===== config.mk =====
export PLATFORM = sky130hd
export DESIGN_NAME = ipc_fixed
export DESIGN_NICKNAME = d
export VERILOG_FILES = /design/src/rtl/core/ipc_pkg.sv /design/src/rtl/core/ipc_fixed.sv
export SDC_FILE = /design/constraint.sdc
export NUM_CORES = 1
export LEC_CHECK = 0
export BUFFER_PORTS_ARGS = -buffer_cell sky130_fd_sc_hd__buf_2
export CAP_MARGIN = 15
export CORE_AREA = 2 2 66 68
export DETAILED_ROUTE_END_ITERATION = 8
export DIE_AREA = 0 0 68 70
export PLACE_DENSITY = 0.83
export SLEW_MARGIN = 25
export SYNTH_ARGS = -nofsm -noshare
export SYNTH_HDL_FRONTEND = slang
export SYNTH_SLANG_ARGS = --single-unit
export TNS_END_PERCENT = 50

===== constraint.sdc =====
create_clock -name vclk -period 4.8
set_input_delay 0.96 -clock vclk [all_inputs]
set_output_delay 0.96 -clock vclk [all_outputs]
set_load 0.01 [all_outputs]

===== src/rtl/core/ipc_pkg.sv =====
// ---------------------------------------------------------------------------
// ipc_pkg
// Types and codes shared by the address preclassifier modules.
// ---------------------------------------------------------------------------
package ipc_pkg;

    localparam logic CMD_WRITE    = 1'b0;
    localparam logic CMD_CLASSIFY = 1'b1;

    localparam logic [1:0] FAM_V4 = 2'd1;
    localparam logic [1:0] FAM_V6 = 2'd2;

    localparam logic [2:0] CLS_UNKNOWN   = 3'd0;
    localparam logic [2:0] CLS_ALLOCATED = 3'd1;
    localparam logic [2:0] CLS_RESERVED  = 3'd3;
    localparam logic [2:0] CLS_SPECIAL   = 3'd4;
    localparam logic [2:0] CLS_MAX       = 3'd5;

    localparam logic [2:0] RIR_UNKNOWN = 3'd0;
    localparam logic [2:0] RIR_NONE    = 3'd1;
    localparam logic [2:0] RIR_MAX     = 3'd6;

    localparam logic [2:0] GUESS_FIRST = 3'd1;
    localparam logic [2:0] GUESS_LAST  = 3'd5;

    localparam logic [1:0] CONF_LOW    = 2'd0;
    localparam logic [1:0] CONF_MEDIUM = 2'd1;
    localparam logic [1:0] CONF_HIGH   = 2'd2;

    localparam logic [3:0] RSN_TBL_UNKNOWN = 4'd10;

    localparam logic [4:0] RSN_V6_GLOBAL = 5'd4;
    localparam logic [4:0] RSN_V6_ULA    = 5'd5;
    localparam logic [4:0] RSN_V6_LINK   = 5'd6;
    localparam logic [4:0] RSN_V6_MCAST  = 5'd7;
    localparam logic [4:0] RSN_V4_BCAST  = 5'd11;
    localparam logic [4:0] RSN_V4_240    = 5'd12;
    localparam logic [4:0] RSN_V4_ZERO   = 5'd13;
    localparam logic [4:0] RSN_V4_P10    = 5'd14;
    localparam logic [4:0] RSN_V4_LOOP   = 5'd15;
    localparam logic [4:0] RSN_V4_LINK   = 5'd16;
    localparam logic [4:0] RSN_V4_P172   = 5'd17;
    localparam logic [4:0] RSN_V4_P192   = 5'd18;
    localparam logic [4:0] RSN_V4_MCAST  = 5'd19;
    localparam logic [4:0] RSN_V6_LOOP   = 5'd20;
    localparam logic [4:0] RSN_V6_DOC    = 5'd21;
    localparam logic [4:0] RSN_HINT      = 5'd22;
    localparam logic [4:0] RSN_NO_HINT   = 5'd23;

    localparam logic [7:0] V4_MAX_PLEN = 8'd32;
    localparam logic [7:0] V6_MAX_PLEN = 8'd128;
    localparam logic [7:0] HALF_PLEN   = 8'd64;

    typedef enum logic [1:0] {
        ST_IDLE,
        ST_SCAN,
        ST_FINISH
    } state_t;

    typedef struct packed {
        logic        cmd;
        logic [5:0]  row_index;
        logic        is_v6;
        logic [63:0] addr_hi;
        logic [63:0] addr_lo;
        logic [2:0]  rir_guess;
        logic [1:0]  row_family;
        logic [7:0]  row_prefix_len;
        logic [2:0]  row_class;
        logic [2:0]  row_rir;
        logic [3:0]  row_reason;
        logic [1:0]  row_confidence;
    } in_word_t;

    typedef struct packed {
        logic       out_family;
        logic       table_hit;
        logic [2:0] out_class;
        logic [2:0] out_rir;
        logic [4:0] out_reason;
        logic [1:0] out_confidence;
    } out_word_t;

    typedef struct packed {
        logic [1:0] conf;
        logic [3:0] reason;
        logic [2:0] rir;
        logic [2:0] cls;
        logic [7:0] plen;
        logic [1:0] family;
    } row_attr_t;

    typedef struct packed {
        logic [63:0] prefix_hi;
        logic [63:0] prefix_lo;
        row_attr_t   attr;
    } row_word_t;

    typedef struct packed {
        logic        is_v6;
        logic [63:0] addr_hi;
        logic [63:0] addr_lo;
        logic [2:0]  rir_guess;
        logic        hit;
        row_attr_t   attr;
    } fix_req_t;

endpackage


===== src/rtl/core/ipc_fixed.sv =====
// ---------------------------------------------------------------------------
// ipc_fixed
// Fixed special ranges, table verdict decode and registry fallback.
// ---------------------------------------------------------------------------
module ipc_fixed (
    input  ipc_pkg::fix_req_t  req,
    output ipc_pkg::out_word_t res
);

    logic [2:0]  guess_rir;
    logic [2:0]  cls;
    logic [2:0]  rir;
    logic [4:0]  reason;
    logic [1:0]  conf;
    logic        fixed_hit;
    logic [31:0] ip;
    logic [7:0]  v4_b0;
    logic [7:0]  v4_b1;
    logic [7:0]  v6_b0;
    logic [7:0]  v6_b1;

    assign ip    = req.addr_lo[31:0];
    assign v4_b0 = ip[31:24];
    assign v4_b1 = ip[23:16];
    assign v6_b0 = req.addr_hi[63:56];
    assign v6_b1 = req.addr_hi[55:48];

    always_comb
    begin
        if (req.rir_guess >= ipc_pkg::GUESS_FIRST && req.rir_guess <= ipc_pkg::GUESS_LAST)
        begin
            guess_rir = req.rir_guess + 3'd1;
        end
        else
        begin
            guess_rir = ipc_pkg::RIR_UNKNOWN;
        end

        if (req.hit)
        begin
            cls    = (req.attr.cls > ipc_pkg::CLS_MAX) ? ipc_pkg::CLS_UNKNOWN : req.attr.cls;
            rir    = (req.attr.rir > ipc_pkg::RIR_MAX) ? ipc_pkg::RIR_UNKNOWN : req.attr.rir;
            reason = (req.attr.reason > ipc_pkg::RSN_TBL_UNKNOWN)
                     ? {1'b0, ipc_pkg::RSN_TBL_UNKNOWN} : {1'b0, req.attr.reason};
            conf   = (req.attr.conf > ipc_pkg::CONF_HIGH) ? ipc_pkg::CONF_LOW : req.attr.conf;
        end
        else
        begin
            cls    = ipc_pkg::CLS_UNKNOWN;
            rir    = ipc_pkg::RIR_UNKNOWN;
            reason = ipc_pkg::RSN_NO_HINT;
            conf   = ipc_pkg::CONF_LOW;
        end

        fixed_hit = 1'b1;
        if (!req.is_v6)
        begin
            if (ip == 32'hFFFF_FFFF)
            begin
                reason = ipc_pkg::RSN_V4_BCAST;
            end
            else if (v4_b0 >= 8'd240)
            begin
                reason = ipc_pkg::RSN_V4_240;
            end
            else if (v4_b0 == 8'd0)
            begin
                reason = ipc_pkg::RSN_V4_ZERO;
            end
            else if (v4_b0 == 8'd10)
            begin
                reason = ipc_pkg::RSN_V4_P10;
            end
            else if (v4_b0 == 8'd127)
            begin
                reason = ipc_pkg::RSN_V4_LOOP;
            end
            else if (v4_b0 == 8'd169 && v4_b1 == 8'd254)
            begin
                reason = ipc_pkg::RSN_V4_LINK;
            end
            else if (v4_b0 == 8'd172 && v4_b1 >= 8'd16 && v4_b1 <= 8'd31)
            begin
                reason = ipc_pkg::RSN_V4_P172;
            end
            else if (v4_b0 == 8'd192 && v4_b1 == 8'd168)
            begin
                reason = ipc_pkg::RSN_V4_P192;
            end
            else if (v4_b0 >= 8'd224)
            begin
                reason = ipc_pkg::RSN_V4_MCAST;
            end
            else
            begin
                fixed_hit = 1'b0;
            end
            if (fixed_hit)
            begin
                cls  = (reason == ipc_pkg::RSN_V4_240) ? ipc_pkg::CLS_RESERVED
                                                       : ipc_pkg::CLS_SPECIAL;
                rir  = ipc_pkg::RIR_NONE;
                conf = ipc_pkg::CONF_HIGH;
            end
            else if (cls == ipc_pkg::CLS_UNKNOWN)
            begin
                if (guess_rir != ipc_pkg::RIR_UNKNOWN)
                begin
                    cls    = ipc_pkg::CLS_ALLOCATED;
                    rir    = guess_rir;
                    reason = ipc_pkg::RSN_HINT;
                    conf   = ipc_pkg::CONF_MEDIUM;
                end
                else
                begin
                    rir    = ipc_pkg::RIR_UNKNOWN;
                    reason = ipc_pkg::RSN_NO_HINT;
                    conf   = ipc_pkg::CONF_LOW;
                end
            end
        end
        else
        begin
            if (req.addr_hi == 64'd0 && req.addr_lo == 64'd1)
            begin
                reason = ipc_pkg::RSN_V6_LOOP;
            end
            else if ((v6_b0 & 8'hFE) == 8'hFC)
            begin
                reason = ipc_pkg::RSN_V6_ULA;
            end
            else if (v6_b0 == 8'hFE && (v6_b1 & 8'hC0) == 8'h80)
            begin
                reason = ipc_pkg::RSN_V6_LINK;
            end
            else if (v6_b0 == 8'hFF)
            begin
                reason = ipc_pkg::RSN_V6_MCAST;
            end
            else if (req.addr_hi[63:32] == 32'h2001_0db8)
            begin
                reason = ipc_pkg::RSN_V6_DOC;
            end
            else
            begin
                fixed_hit = 1'b0;
            end
            if (fixed_hit)
            begin
                cls  = ipc_pkg::CLS_SPECIAL;
                rir  = ipc_pkg::RIR_NONE;
                conf = ipc_pkg::CONF_HIGH;
            end
            else if ((v6_b0 & 8'hE0) == 8'h20)
            begin
                cls    = ipc_pkg::CLS_ALLOCATED;
                reason = ipc_pkg::RSN_V6_GLOBAL;
                rir    = guess_rir;
                conf   = (guess_rir != ipc_pkg::RIR_UNKNOWN) ? ipc_pkg::CONF_MEDIUM
                                                             : ipc_pkg::CONF_LOW;
            end
            else if (cls == ipc_pkg::CLS_UNKNOWN)
            begin
                rir    = ipc_pkg::RIR_UNKNOWN;
                reason = ipc_pkg::RSN_NO_HINT;
                conf   = ipc_pkg::CONF_LOW;
            end
        end

        res.out_family     = req.is_v6;
        res.table_hit      = req.hit;
        res.out_class      = cls;
        res.out_rir        = rir;
        res.out_reason     = reason;
        res.out_confidence = conf;
    end

endmodule


[After elaboration in Yosys (flattened, before gate mapping)]
Index checks and enable logic that the tools add are counted.
Cells by class
  add/sub/neg operators: 1
  magnitude comparators: 10
  eq/ne operators: 16
  mux-type cells: 68
  reduce and logical (&&, ||, !) cells: 11
Operators with widths (count)
  5-bit two-way mux: 22
  64-bit by 1-bit == test with 1-bit output (second input constant): 1
  64-bit logical NOT: 1
  3-bit two-way mux: 19
  8-bit == test (second input constant): 7
  32-bit by 30-bit == test with 1-bit output (second input constant): 1
  32-bit == test (second input constant): 1
  1-bit two-way mux: 18
  8-bit greater-or-equal comparator (second input constant): 2
  2-bit two-way mux: 8
  8-bit by 4-bit == test with 1-bit output (second input constant): 1
  8-bit by 7-bit == test with 1-bit output (second input constant): 1
  8-bit by 5-bit greater-or-equal comparator with 1-bit output (second input constant): 1
  8-bit by 5-bit <= comparator with 1-bit output (second input constant): 1
  8-bit logical NOT: 1
  7-bit == test (second input constant): 1
  1-bit logical AND: 7
  3-bit greater-than comparator (second input constant): 2
  5-bit by 4-bit == test with 1-bit output (second input constant): 1
  4-bit greater-than comparator (second input constant): 1
  4-bit two-way mux: 1
  3-bit by 1-bit adder with 3-bit output (second input constant): 1
  3-bit by 1-bit == test with 1-bit output (second input constant): 1
  3-bit by 1-bit greater-or-equal comparator with 1-bit output (second input constant): 1
  other kinds (5): 5
Storage, ports and cells
  register bits after elaboration: 0
  bits of input ports: 155
  output and inout bits: 15
  logic and storage cells: 106

[Longest topological paths before layout]
  word-level depth: 17
  gate-level depth with buffers: 8
  depth with buffers taken out: 8

[Worst setup path after synthesis]
OpenSTA, ideal clock, no wires.
  path type: input to output
  from: in req[153] (netlist bit)
  to: out res[3] (netlist bit)
  arrival: 2423 ps
  data required time: 3840 ps
  setup slack: 1417 ps
  stages on the path: 6
  buffers on the path: 0
  path through: or3b_4 -> or3_4 -> nor3_4 -> or2_1 -> o221ai_1 -> a32oi_1
RTL lines
  from (decl): RTL line ipc_fixed.sv:6  | input ipc_pkg::fix_req_t req,
  to (decl): RTL line ipc_fixed.sv:7  | output ipc_pkg::out_word_t res

==> out/qor.csv <==
stage,metric,value,unit
status,status,finished clean,
logic_synthesis,syn nets,362,
worst_setup_path,Crit-path slowest cell,o31a_1,
sta,Hold Slack,2210,ps
cells_and_area,final net count,518,
placement,port bufs,160,
power_and_ir_drop,switch share,50.5,%
logic_synthesis,number of library cell types mapped by synthesis,61,
power_and_ir_drop,Comb power frac,100.0,%
worst_setup_path,Most common cell on crit path,buf_2,
power_and_ir_drop,Power Dens Cells,77.0,nW/um2
cells_and_area,layout sequential cell count,0,
power_and_ir_drop,NetSw,85.0,uW
worst_setup_path,Critical Path RT,3840,ps
route,drt pass-1 iters,4,
logic_synthesis,Mapped Area,1350,um2
sta,"Hold Vio Cnt, Final",0,
cells_and_area,Syn-to-layout area delta,62.3,%
route,DR iter-0 viols,173,
worst_setup_path,"Largest stage delay, worst path",540,ps
global_routing,gr usage total,24.0,%
sta,RSZ-0062 raised after global routing,false,
logic_synthesis,sequential-to-total area share from yosys stat,0,%
route,Vias per Instance,5.67,
cells_and_area,diode count,0,
power_and_ir_drop,Cell Int Power,83.3,uW
worst_hold_path,min-delay worst type,input port to output port,
floorplanning,die area,4760,um2
cells_and_area,Clock Buffer Count,0,
job,max_cap viols,0,
route,DR DRC count,0,
placement,GP Congestion,0.814,
floorplanning,Core Area,4140,um2
logic_synthesis,Mean Syn Cell Area,6.57,um2
global_routing,first-pass GRT wire length,9400,um
worst_setup_path,CP endpoint kind,output port,
power_and_ir_drop,Pwr Total,168,uW
route,routed vias,2331,
floorplanning,initial core utilization,32.5,%
power_and_ir_drop,Worst VDD drop,33.7,uV
worst_setup_path,crit-path cells,buf_2 > a21boi_0 > o31a_1 > nand3_1 > o32ai_1 > o21ai_0 > a32o_1 > buf_2,
route,Post-Route WL,5780,um
sta,headroom to the max-slew limit,52.6,%
power_and_ir_drop,Flop pwr share,0,%
sta,TNS Setup,0,ps
worst_setup_path,startpoint class of the critical path,input port,
global_routing,initial antenna violation count,0,
sta,max-slew violations,0,
sta,Slew @ Worst Pin,707,ps
sta,crit path time final,3950,ps
floorplanning,die height,70,um
worst_setup_path,crit path max fanout,12,
route,Routed Antenna Nets,0,
clock_tree,post-cts sizing count,0,
power_and_ir_drop,clock power share,0,%
worst_setup_path,critical path class,input port to output port,
floorplanning,number of core rows,24,
sta,endpoints failing setup,0,
cells_and_area,proportion of layout cells with a drive suffix above 1,49.0,%
clock_tree,Post-CTS Setup Bufs,0,
power_and_ir_drop,leakage,1.03,nW
logic_synthesis,Syn Inst Count,205,
logic_synthesis,Ys Warns,0,
worst_setup_path,CP Data Arrival Time,2990,ps
sta,Fmax,253,MHz
cells_and_area,multi-input logic area,1290,um2
global_routing,vias in the first global route,2210,
sta,crit share post-route,82.2,%
global_routing,largest net degree at the start of global routing,15,
placement,DP HPWL,5010,um
global_routing,gr ovfl total,0,
cells_and_area,register area,0,um2
cells_and_area,fill cell total of the finished layout,407,
route,wire per inst,14.1,um
clock_tree,Post-CTS Hold Buffers,0,
floorplanning,IO Count,170,
floorplanning,Die X,68,um
synthesized netlist by cell type, types with 3 or more instances:
| cell | count | area share [%] |
|---|---|---|
| nand3_1 | 7 | 2.6 |
| a211oi_1 | 6 | 3.3 |
| nand4_1 | 16 | 7.4 |
| o21ai_0 | 4 | 1.5 |
| nand2_1 | 13 | 3.6 |
| inv_1 | 8 | 2.2 |
| nor4_1 | 30 | 14 |
| a211o_1 | 3 | 2.0 |
| a21oi_1 | 10 | 3.7 |
| nor2_1 | 21 | 5.9 |
| a31oi_1 | 5 | 2.3 |
| nor3b_1 | 6 | 3.3 |
| nor3_1 | 9 | 3.3 |
| o21a_1 | 3 | 1.7 |
| nor2b_1 | 3 | 1.4 |
| o22ai_1 | 4 | 1.9 |
final timing paths:
path / start / end / slack (ps) / cells after the start
min: req[22] / res[13] / 2210 / 2
max: req[22] / res[2] / 850 / 8
cells by family after synthesis:
| group | Yosys count | synth area share (%) |
|---|---|---|
| AOI/OAI and AO/OA | 57 | 31.5 |
| adders and majority gates | 2 | 1.86 |
| xor gates and xnor gates | 1 | 0.651 |
| buffers and inverters | 14 | 4.65 |
| muxes | 1 | 0.744 |
| and+or+nand+nor | 130 | 60.6 |
critical path: cells and delay by family:
kind	cells	cell delay (ps)
and+or+nand+nor	1	190
buffers and inverters	2	300
AOI/OAI and AO/OA	5	1540
cell usage in the layout (no fill, tap or decap), types with 3 or more instances in the layout:
master / Yosys / final
nor3_1: 9 / 9
a31oi_1: 5 / 5
nand4_1: 16 / 16
nand2_1: 13 / 13
nor3b_1: 6 / 6
a211o_1: 3 / 3
o21ai_0: 4 / 4
a211oi_1: 6 / 6
nor2_1: 21 / 21
nor4_1: 30 / 30
o22ai_1: 4 / 4
inv_1: 8 / 8
o21a_1: 3 / 3
buf_2: 1 / 160
nand3_1: 7 / 7
nor2b_1: 3 / 3
a21oi_1: 10 / 10
stage by stage:
stage | std cells | cell area (um2) | worst slack, ps | utilization (%)
6_report | 411 | 2180 | 855 | 52.7
5_1_grt | 411 | 2180 | 708 | 52.7
4_1_cts | 411 | 2180 | 971 | 52.6
3_5_place_dp | 411 | 2180 | 974 | 52.6
3_3_place_gp | 411 | 2180 | 1020 | 52.6
2_1_floorplan | 205 | 1350 | 1420 | -
layer usage:
metal / track usage [%] / wire length [um] / up-vias
met5: 0 / 0 / -
met4: 3.56 / 45 / 0
met3: 1.45 / 401 / 4
met2: 42.4 / 2820 / 104
met1: 31.9 / 2510 / 1049
li1: - / - / 1174
cell type report:
class,count,share of cell area (%)
tap,52,2.98
multi-input combinational,191,59.0
timing repair buffer,160,36.7
inverter,8,1.37
power by group through the flow:
| stage | Sequential (mW) | Clock, mW | Combinational (mW) |
|---|---|---|---|
| after floorplan | 0 | 0 | 0.0721 |
| after global placement | 0 | 0 | 0.163 |
| after detailed placement | 0 | 0 | 0.166 |
| after CTS | 0 | 0 | 0.167 |
| after global routing | 0 | 0 | 0.187 |
| final | 0 | 0 | 0.168 |
No activity file was read; power rests on OpenSTA's default activity.
