<file path="src/rtl/core/ipc_ram.sv">
// ---------------------------------------------------------------------------
// ipc_ram
// Generic simple dual-port RAM, one write and one registered read port.
// ---------------------------------------------------------------------------
module ipc_ram #(
    parameter int WIDTH = 8,
    parameter int DEPTH = 16,
    localparam int AW = (DEPTH > 1) ? $clog2(DEPTH) : 1
) (
    input  logic             clk,
    input  logic             we,
    input  logic [AW-1:0]    waddr,
    input  logic [WIDTH-1:0] wdata,
    input  logic             re,
    input  logic [AW-1:0]    raddr,
    output logic [WIDTH-1:0] rdata
);

    logic [WIDTH-1:0] mem [DEPTH];
    logic [WIDTH-1:0] rdata_reg;

    always_ff @(posedge clk)
    begin
        if (we)
        begin
            mem[waddr] <= wdata;
        end
        if (re)
        begin
            rdata_reg <= mem[raddr];
        end
    end

    assign rdata = rdata_reg;

endmodule

</file>
<file path="config.mk">
export PLATFORM = sky130hd
export DESIGN_NAME = ipc_ram
export DESIGN_NICKNAME = d
export VERILOG_FILES = /design/src/rtl/core/ipc_ram.sv
export SDC_FILE = /design/constraint.sdc
export NUM_CORES = 1
export LEC_CHECK = 0
export ABC_AREA = 0
export BUFFER_PORTS_ARGS = -buffer_cell sky130_fd_sc_hd__buf_4
export CAP_MARGIN = 5
export CORE_UTILIZATION = 40
export DETAILED_ROUTE_END_ITERATION = 10
export PLACE_DENSITY = 0.66
export SLEW_MARGIN = 20
export SYNTH_ARGS = -nofsm -noshare
export SYNTH_HDL_FRONTEND = slang
export SYNTH_SLANG_ARGS = --single-unit
</file>
<file path="constraint.sdc">
create_clock -name clk -period 2.71 [get_ports clk]
set_input_delay 0.542 -clock clk [delete_from_list [all_inputs] [get_ports clk]]
set_output_delay 0.542 -clock clk [all_outputs]
set_load 0.03 [all_outputs]
</file>
* Word-level counts from Yosys, hierarchy flattened
Memories as Yosys holds them, arrays and structs flattened. A register that Yosys moved wholly into a read port is not among the register bits.
Index checks and enable logic that the tools add are counted.
** Operators by class
- Muxes and demuxes :: 2
** Operators with widths (number)
- 2-to-1 mux 1 bit :: 2
** Storage, ports and cells
- Output and inout bits :: 8
- Register bits :: 0
- Memory bits (writable) :: 128
- Word-level logic and storage cells :: 3
- Memories :: 1
** Memory list
- mem :: depth 16, width 8, rd ports 1, clocked after Yosys merged registers in 1, write ports 1, line 19 : logic [WIDTH-1:0] mem [DEPTH];

* Logic depth before layout (Yosys ltp)
Gate-level depths: netlist (run 1).
- Depth after elaboration :: 2
- Depth in mapped cells :: 5
- Gate-level depth less buffers :: 3

* Worst setup path after synthesis (run 1)
Ideal clock, no wire load.
- Kind :: input -> register
- Start point :: input waddr[2]
- End point :: memory mem[0][0] (enable)
- Data required time :: 2.327 ns
- Stages on the path :: 2
- Arrival time :: 1.652 ns
- Setup time :: 0.383 ns
- Setup slack :: 0.675 ns
- Cell sequence :: or3b_2 nor3_1
** RTL lines
- start: declaration :: line 12 : input logic [AW-1:0] waddr,
- end: declaration :: line 19
Straight into the memory's write port.

==> impl_metrics.py, run 1 <==
metrics = {
    "worst_setup_path": {
        "cp_cell_sequence": "buf_4 > buf_12 > mux4_1 > a22oi_1 > nand2_1",
        "crit_fanout": 19,
        "r2r_cells": 3,
        "worst_path_largest_cell_delay_ps": 580,
        "critical-path-top-delay-family": "multiplexers",
        "crit_buf_inv": 2,
        "required_ps": 2850,
        "setup.worst_path.start_class": "input port",
        "crit_slowest_cell": "mux4_1",
        "arrival_ps": 1840,
        "critical_path_class": "input port to flop",
        "worst_setup_path_end_kind": "flop",
        "cp.depth": 5,
    },
    "placed_design": {
        "pre_cts_ws_ps": 570,
        "portBuffers": 26,
        "gp_congestion": 0.732,
        "dp_hpwl_mm": 6.57,
    },
    "global_routing": {
        "grt.overflow.total": 0,
        "use_met1_pct": 21.2,
        "grt.total_usage_pct": 17.0,
        "grt.met3_usage_pct": 3.94,
        "grt_most_used_layer": "met2",
        "antenna_found_initial": 0,
        "grt_pass1_wl_mm": 15.5,
        "grt_util_met2_pct": 28.0,
        "first_global_vias": 2576,
        "grt_start_max_net_pins": 33,
    },
    "final_layout": {
        "largest_reg_flops": 128,
        "nets": 300,
        "antennaDiodeCount": 0,
        "area_growth_syn_to_layout_pct": 20.9,
        "drive_gt1_share_pct": 31.1,
    },
    "sta": {
        "rsz0062_at_grt": "false",
        "setup_slack_ps": 1010,
        "maxSlewViolCount": 0,
        "min_period_ps": 1700,
        "worst_slew_pin_slew_ps": 796,
        "hold_violations": 0,
        "setup_viol": 0,
        "final.setup_skew_ps": 5.18,
        "period_share_pct": 62.8,
        "max_freq_mhz": 588,
        "relSlewSlack_pct": 46.8,
        "finalSetupTns_ps": 0,
    },
    "detailed_routing": {
        "wl_per_cell_um": 22.0,
        "via_per_inst": 5.31,
        "drt_wl_total_mm": 10.2,
        "drtPass1Iterations": 6,
        "drc": 0,
        "postRouteAntennaNets": 0,
        "drt-initial-drc-count": 169,
        "vias": 2470,
    },
    "worst_hold_path": {
        "hp-class": "input port to flop",
        "holdPathStages": 1,
    },
    "die": {
        "io_pins": 27,
        "die_x_um": 116,
        "die_area_um2": 13500,
        "die_y_um": 116,
        "start_util_pct": 41.3,
        "placeableCoreArea_um2": 12700,
        "row_count": 41,
    },
    "power": {
        "ir_worst_vdd_mv": 0.472,
        "power_density_nw_per_um2": 802,
        "leakage_nw": 2.13,
    },
    "clock_tree": {
        "clk_latency_ps": 410,
        "cts_buffers": 17,
        "cts.sinks": 136,
        "cts.htree.levels": 4,
        "cts_setup_buffers": 0,
        "clock_path_buffers": 2,
        "cts_root_buf": "clkbuf_16",
        "clkSlewWorstSetupHoldPaths_ps": 60,
        "cts_tree": "done",
        "cts_hold_buffers": 0,
        "postCtsResizedCells": 0,
    },
    "yosys": {
        "synth_nets": 248,
        "synthCells": 229,
        "syn_area_um2": 5230,
        "synth_area_leader_cell": "edfxtp_1",
        "synth.top_cell.area_share_pct": 78.1,
        "synth-seq-cells": 136,
        "synthTopCellsByArea": "edfxtp_1, mux4_2, mux4_1",
        "seq_area_frac_synth_pct": 78.1,
        "syn_area_per_cell_um2": 22.8,
        "yosysWarnings": 0,
        "synth_cell_types": 18,
    },
    "status": {
        "status": "finished, final reports clean",
    },
    "run": {
        "max-cap-violations": 0,
    },
}
[worst register-to-register path, stage by stage (launching register included)]
cell and delay [ps]:
edfxtp_1 380, mux4_1 510, a22oi_1 240, nand2_1 110
[routing by layer]
metal	up-vias	share of wire, %
met1	1285	40
met5	-	0
met3	15	5.0
met4	0	1.9
met2	87	53
li1	1083	-
[cells in the mapped netlist, drive strengths merged]
master,instances
a22oi,16
nand2,9
and2,1
and2b,1
nand2b,2
nand3b,2
mux4,32
clkdlybuf4s25,3
edfxtp,136
or3b,1
buf,7
nor2b,1
nor3,4
nand3,1
nor2,13
[cells by family after synthesis]
| family | after synthesis | synth area share [%] |
|---|---|---|
| multiplexers | 32 | 14.8 |
| AO/OA/AOI/OAI | 16 | 2.30 |
| buffers and inverters | 10 | 1.65 |
| flip-flops | 136 | 78.1 |
| AND/OR/NAND/NOR | 35 | 3.14 |
[stage by stage]
| stage | utilization [%] | total power, mW | cells | cell area [um^2] | hold slack (ps) |
|---|---|---|---|---|---|
| 6_report | 49.9 | 5.07 | 465 | 6320 | 432 |
| 5_1_grt | 49.9 | 5.21 | 465 | 6320 | 436 |
| 4_1_cts | 49.9 | 5.11 | 465 | 6320 | 420 |
| 3_5_place_dp | 44.9 | 2.68 | 434 | 5690 | 733 |
| 3_3_place_gp | 44.9 | 2.67 | 434 | 5690 | 729 |
| 2_1_floorplan | - | 2.56 | 229 | 5230 | 641 |
[power breakdown]
part | total, mW | internal [mW] | switching [mW]
Clock | 2.44 | 1.62 | 0.826
Combinational | 0.246 | 0.103 | 0.142
Sequential | 2.38 | 2.37 | 0.0129
[final timing paths]
check / startpoint / endpoint / slack [ps]
hold reg to reg: mem[7][1]$_DFFE_PP_ / rdata[1]$_DFFE_PP_ / 740
hold / removal: re / rdata[0]$_DFFE_PP_ / 430
setup / recovery: raddr[0] / rdata[2]$_DFFE_PP_ / 1010
setup reg to reg: mem[8][2]$_DFFE_PP_ / rdata[2]$_DFFE_PP_ / 1200
[final cells by class]
type | instances | area [um^2]
flip-flops and latches | 136 | 4080
fillers | 978 | 6350
multi-input cells | 83 | 1060
clock inverters | 14 | 205
clock buffers | 17 | 425
well taps | 172 | 215
repair buffers | 43 | 335
[placed cells by master, fill, tap and decap left out]
cell / count
and2_1: 1
nor2b_1: 1
inv_6: 1
buf_4: 42
nand3_1: 1
nand2b_1: 2
nor3_1: 4
clkbuf_16: 17
or3b_2: 1
clkinv_4: 1
and2b_1: 1
clkinv_1: 2
clkinv_2: 3
mux4_1: 14
nand3b_1: 2
edfxtp_1: 136
bufinv_16: 5
nor2_1: 13
mux4_2: 18
nand2_1: 9
buf_12: 1
a22oi_1: 16
clkinvlp_4: 2
No activity file was read; power rests on OpenSTA's default activity.
==> run 2: changes to the inputs <==
==> constraint.sdc (replaced) <==
create_clock -name clk -period 1.8 [get_ports clk]
set_input_delay 0.36 -clock clk [delete_from_list [all_inputs] [get_ports clk]]
set_output_delay 0.36 -clock clk [all_outputs]
set_load 0.03 [all_outputs]
==> impl_metrics.py, run 2 (synthesized netlist as in run 1, its figures left out) <==
metrics = {
    "die": {
        "die_y_um": 116,
        "start_util_pct": 41.3,
        "row_count": 41,
        "placeableCoreArea_um2": 12700,
        "die_x_um": 116,
        "die_area_um2": 13500,
        "io_pins": 27,
    },
    "global_routing": {
        "grt_start_max_net_pins": 17,
        "first_global_vias": 2533,
        "antenna_found_initial": 0,
        "grt.overflow.total": 0,
        "grt_pass1_wl_mm": 15.2,
        "grt.total_usage_pct": 16.6,
    },
    "sta": {
        "maxSlewViolCount": 0,
        "final.setup_skew_ps": 6.45,
        "rsz0062_at_grt": "false",
        "finalSetupTns_ps": 0,
        "setup_viol": 0,
        "hold_violations": 0,
        "max_freq_mhz": 650,
        "worst_slew_pin_slew_ps": 367,
        "whs_ps": 247,
        "relSlewSlack_pct": 75.6,
        "period_share_pct": 85.5,
        "min_period_ps": 1540,
    },
    "worst_setup_path": {
        "arrival_ps": 1680,
        "setup.worst_path.start_class": "flop",
        "cp_cell_sequence": "mux4_1 > a22oi_1 > nand2_1",
        "critical_path_class": "flop to flop",
        "worst_path_largest_cell_delay_ps": 500,
        "crit_buf_inv": 0,
        "crit_slowest_cell": "mux4_1",
        "rrSetupSlack_ps": 260,
        "crit_fanout": 1,
        "critical-path-top-delay-family": "multiplexers",
        "required_ps": 1940,
        "worst_setup_path_end_kind": "flop",
    },
    "clock_tree": {
        "cts_hold_buffers": 0,
        "cts_buffers": 17,
        "postCtsResizedCells": 0,
        "clk_latency_ps": 410,
        "cts_setup_buffers": 0,
        "cts_root_buf": "clkbuf_16",
        "cts_tree": "done",
        "cts.sinks": 136,
        "clkSlewWorstSetupHoldPaths_ps": 60,
        "clock_path_buffers": 2,
        "cts.htree.levels": 4,
    },
    "detailed_routing": {
        "drc": 0,
        "drt-initial-drc-count": 242,
        "drtPass1Iterations": 4,
        "via_per_inst": 5.16,
        "postRouteAntennaNets": 0,
        "vias": 2441,
        "wl_per_cell_um": 21.1,
        "drt_wl_total_mm": 9.96,
    },
    "power": {
        "power_density_nw_per_um2": 1150,
        "leakage_nw": 2.15,
        "total_power_mw": 7.30,
        "ir_worst_vdd_mv": 0.682,
    },
    "final_layout": {
        "multi_input_area_um2": 1060,
        "area_growth_syn_to_layout_pct": 21.6,
        "drive_gt1_share_pct": 31.2,
        "final_common_cell": "edfxtp_1",
        "instances_no_fill": 473,
        "antennaDiodeCount": 0,
        "seq_area_um2": 4080,
        "n_fill_cell": 993,
        "final_cell_mix": "edfxtp_1, buf_4, mux4_2, clkbuf_16, a22oi_1",
        "nets": 307,
        "largest_reg_flops": 128,
    },
    "placed_design": {
        "dp_hpwl_mm": 6.51,
        "gp_congestion": 0.702,
        "portBuffers": 26,
        "dp_cells": 441,
    },
    "worst_hold_path": {
        "hp-class": "input port to flop",
    },
    "run": {
        "max-cap-violations": 0,
    },
    "status": {
        "status": "finished, final reports clean",
    },
}
-- run 2: cell count changes in the layout (fill, tap and decap cells not counted), moves of 2 or more --
| cell | before | now |
|---|---|---|
| clkinv_1 | 2 | 4 |
| bufinv_16 | 5 | 3 |
| buf_4 | 42 | 46 |
| buf_12 | 1 | 4 |
| clkbuf_1 | 0 | 4 |
-- run 2: through the flow --
stage               area [um^2]  utilization [%]  worst slack, ps
floorplan                  5230                -              158
global placement           5790             45.7             -127
detailed placement         5790             45.7             -156
CTS                        6360             50.2              227
global route               6360             50.2              171
finish                     6360             50.2              262
-- run 2: layout make-up --
class                   count  area share [%]
flip-flops and latches    136            64.2
repair buffers             50            6.69
well taps                 172            3.39
clock inverters            11            2.05
clock buffers              21            6.93
multi-input cells          83            16.7
-- run 2: final timing paths --
check                      startpoint                  to  depth (start not counted)
setup / recovery  mem[8][1]$_DFFE_PP_  rdata[1]$_DFFE_PP_                          3
hold / removal                     re  rdata[7]$_DFFE_PP_                          1
setup reg to reg  mem[8][1]$_DFFE_PP_  rdata[1]$_DFFE_PP_                          3
hold reg to reg   mem[8][3]$_DFFE_PP_  rdata[3]$_DFFE_PP_                          3
-- run 2: where the power goes --
group	internal [mW]	switching, mW
logic	0.173	0.217
registers	3.57	0.0175
clock network	2.15	1.17
total	5.89	1.41
-- run 2: routing by layer --
layer	global-route usage, %	vias to the layer above	routed length (um)
met5	0	-	0
met4	6.92	0	138
met3	4.83	8	452
met2	27.5	58	5220
met1	20.7	1277	4150
li1	-	1098	-
==> run 3: changes to the inputs <==
--- a/config.mk
+++ b/config.mk
@@ -11,6 +11,7 @@
 export CORE_UTILIZATION = 40
 export DETAILED_ROUTE_END_ITERATION = 10
 export PLACE_DENSITY = 0.66
+export RECOVER_POWER = 100
 export SLEW_MARGIN = 20
 export SYNTH_ARGS = -nofsm -noshare
 export SYNTH_HDL_FRONTEND = slang
==> impl_metrics.py, run 3 (synthesized netlist as in run 1, its figures left out) <==
metrics = {
    "status": {
        "status": "finished, final reports clean",
    },
    "placed_design": {
        "dpl-instance-area_um2": 5790,
        "pre_cts_ws_ps": -156,
        "gp_congestion": 0.702,
        "portBuffers": 26,
        "dp_hpwl_mm": 6.51,
    },
    "global_routing": {
        "first_global_vias": 2533,
        "grt_start_max_net_pins": 17,
        "grt.total_usage_pct": 16.6,
        "antenna_found_initial": 0,
        "grt_pass1_wl_mm": 15.2,
        "grt.overflow.total": 0,
    },
    "die": {
        "row_count": 41,
        "io_pins": 27,
        "placeableCoreArea_um2": 12700,
        "die_x_um": 116,
        "die_y_um": 116,
        "start_util_pct": 41.3,
        "die_area_um2": 13500,
    },
    "worst_setup_path": {
        "setup.worst_path.start_class": "input port",
        "crit_fanout": 8,
        "cpMostUsedCell": "clkbuf_1",
        "rrSetupSlack_ps": 230,
        "startpoint": "we",
        "critical_path_class": "input port to flop",
        "required_ps": 1850,
        "worst_setup_path_end_kind": "flop",
        "crit_buf_inv": 2,
        "r2r-start": "mem[8][1]$_DFFE_PP_",
        "cp.depth": 4,
        "critical-path-top-delay-family": "simple AND/OR/NAND/NOR gates",
        "worst_path_largest_cell_delay_ps": 530,
        "r2r_cells": 3,
        "cp-endpoint": "mem[0][4]$_DFFE_PP_",
        "arrival_ps": 1700,
        "crit_slowest_cell": "or3b_2",
        "cp_cell_sequence": "clkbuf_1 > or3b_2 > nor3_2 > clkbuf_1",
        "reg2reg_to": "rdata[1]$_DFFE_PP_",
    },
    "sta": {
        "finalSetupTns_ps": 0,
        "min_period_ps": 1660,
        "max_freq_mhz": 604,
        "worst_slew_pin_slew_ps": 775,
        "period_share_pct": 92.0,
        "rsz0062_at_grt": "false",
        "relSlewSlack_pct": 48.3,
        "final.setup_skew_ps": 15.0,
        "maxSlewViolCount": 0,
        "setup_slack_ps": 143,
        "hold_violations": 0,
        "setup_viol": 0,
    },
    "final_layout": {
        "antennaDiodeCount": 0,
        "final_common_cell": "edfxtp_1",
        "final_cell_mix": "edfxtp_1, clkbuf_1, mux4_2, clkbuf_16, a22oi_1",
        "n_fill_cell": 1034,
        "nets": 307,
        "drive_gt1_share_pct": 18.9,
        "design_area_um2": 6220,
        "area_growth_syn_to_layout_pct": 19.0,
        "largest_reg_flops": 128,
    },
    "power": {
        "power_density_nw_per_um2": 1170,
        "p_int_mw": 5.86,
        "leakage_nw": 2.00,
        "p_seq_share_pct": 49.4,
        "power_frac_comb_pct": 5.0,
        "p_clk_share_pct": 45.7,
        "ir_worst_vdd_mv": 0.681,
        "switchingPower_mw": 1.41,
        "swShare_pct": 19.4,
    },
    "detailed_routing": {
        "drc": 0,
        "drt_wl_total_mm": 9.98,
        "via_per_inst": 5.17,
        "vias": 2445,
        "drt-initial-drc-count": 218,
        "drtPass1Iterations": 4,
        "wl_per_cell_um": 21.1,
        "postRouteAntennaNets": 0,
    },
    "clock_tree": {
        "cts_setup_buffers": 0,
        "cts.htree.levels": 4,
        "clock_path_buffers": 2,
        "cts_buffers": 17,
        "postCtsResizedCells": 0,
        "cts_tree": "done",
        "clk_latency_ps": 420,
        "clkSlewWorstSetupHoldPaths_ps": 50,
        "cts.sinks": 136,
        "cts_hold_buffers": 0,
        "cts_root_buf": "clkbuf_16",
    },
    "run": {
        "max-cap-violations": 0,
    },
    "worst_hold_path": {
        "hp-class": "input port to flop",
    },
}
run 3: metrics by stage:
stage	power, mW	hold WS (ps)	cells	util, %
after global routing	7.50	444	473	49.1
final	7.27	418	473	49.1
after CTS	7.36	234	473	50.2
after global placement	4.04	671	441	45.7
after floorplan	3.86	459	229	-
after detailed placement	4.05	671	441	45.7
run 3: worst min path at each step:
stage / slack, ps / cells past startpoint / end / startpoint
finish: 420 / 1 / rdata[7]$_DFFE_PP_ / re
global route: 440 / 1 / rdata[7]$_DFFE_PP_ / re
CTS: 230 / 1 / rdata[4]$_DFFE_PP_ / re
detailed placement: 670 / 1 / rdata[7]$_DFFE_PP_ / re
global placement: 670 / 1 / mem[14][7]$_DFFE_PP_ / wdata[7]
floorplan: 460 / 0 / mem[0][0]$_DFFE_PP_ / wdata[0]
run 3: final cells by class:
cell class	instances	area (um^2)	share of cell area, %
well taps	172	215	3.46
multi-input cells	83	1060	17.1
clock buffers	21	440	7.08
flip-flops and latches	136	4080	65.7
clock inverters	11	130	2.09
repair buffers	50	287	4.61
run 3: per-layer routing:
layer  track usage, %  part of all wire (%)
met1             20.7                    43
met2             27.5                    52
met3             4.83                   4.1
met4             6.92                   1.4
met5                0                     0
run 3: power groups by stage:
stage	Sequential (mW)	Clock [mW]	Combinational, mW
finish	3.59	3.32	0.360
CTS	3.59	3.38	0.397
floorplan	3.68	0	0.180
global placement	3.65	0	0.388
global route	3.59	3.52	0.389
detailed placement	3.65	0	0.396
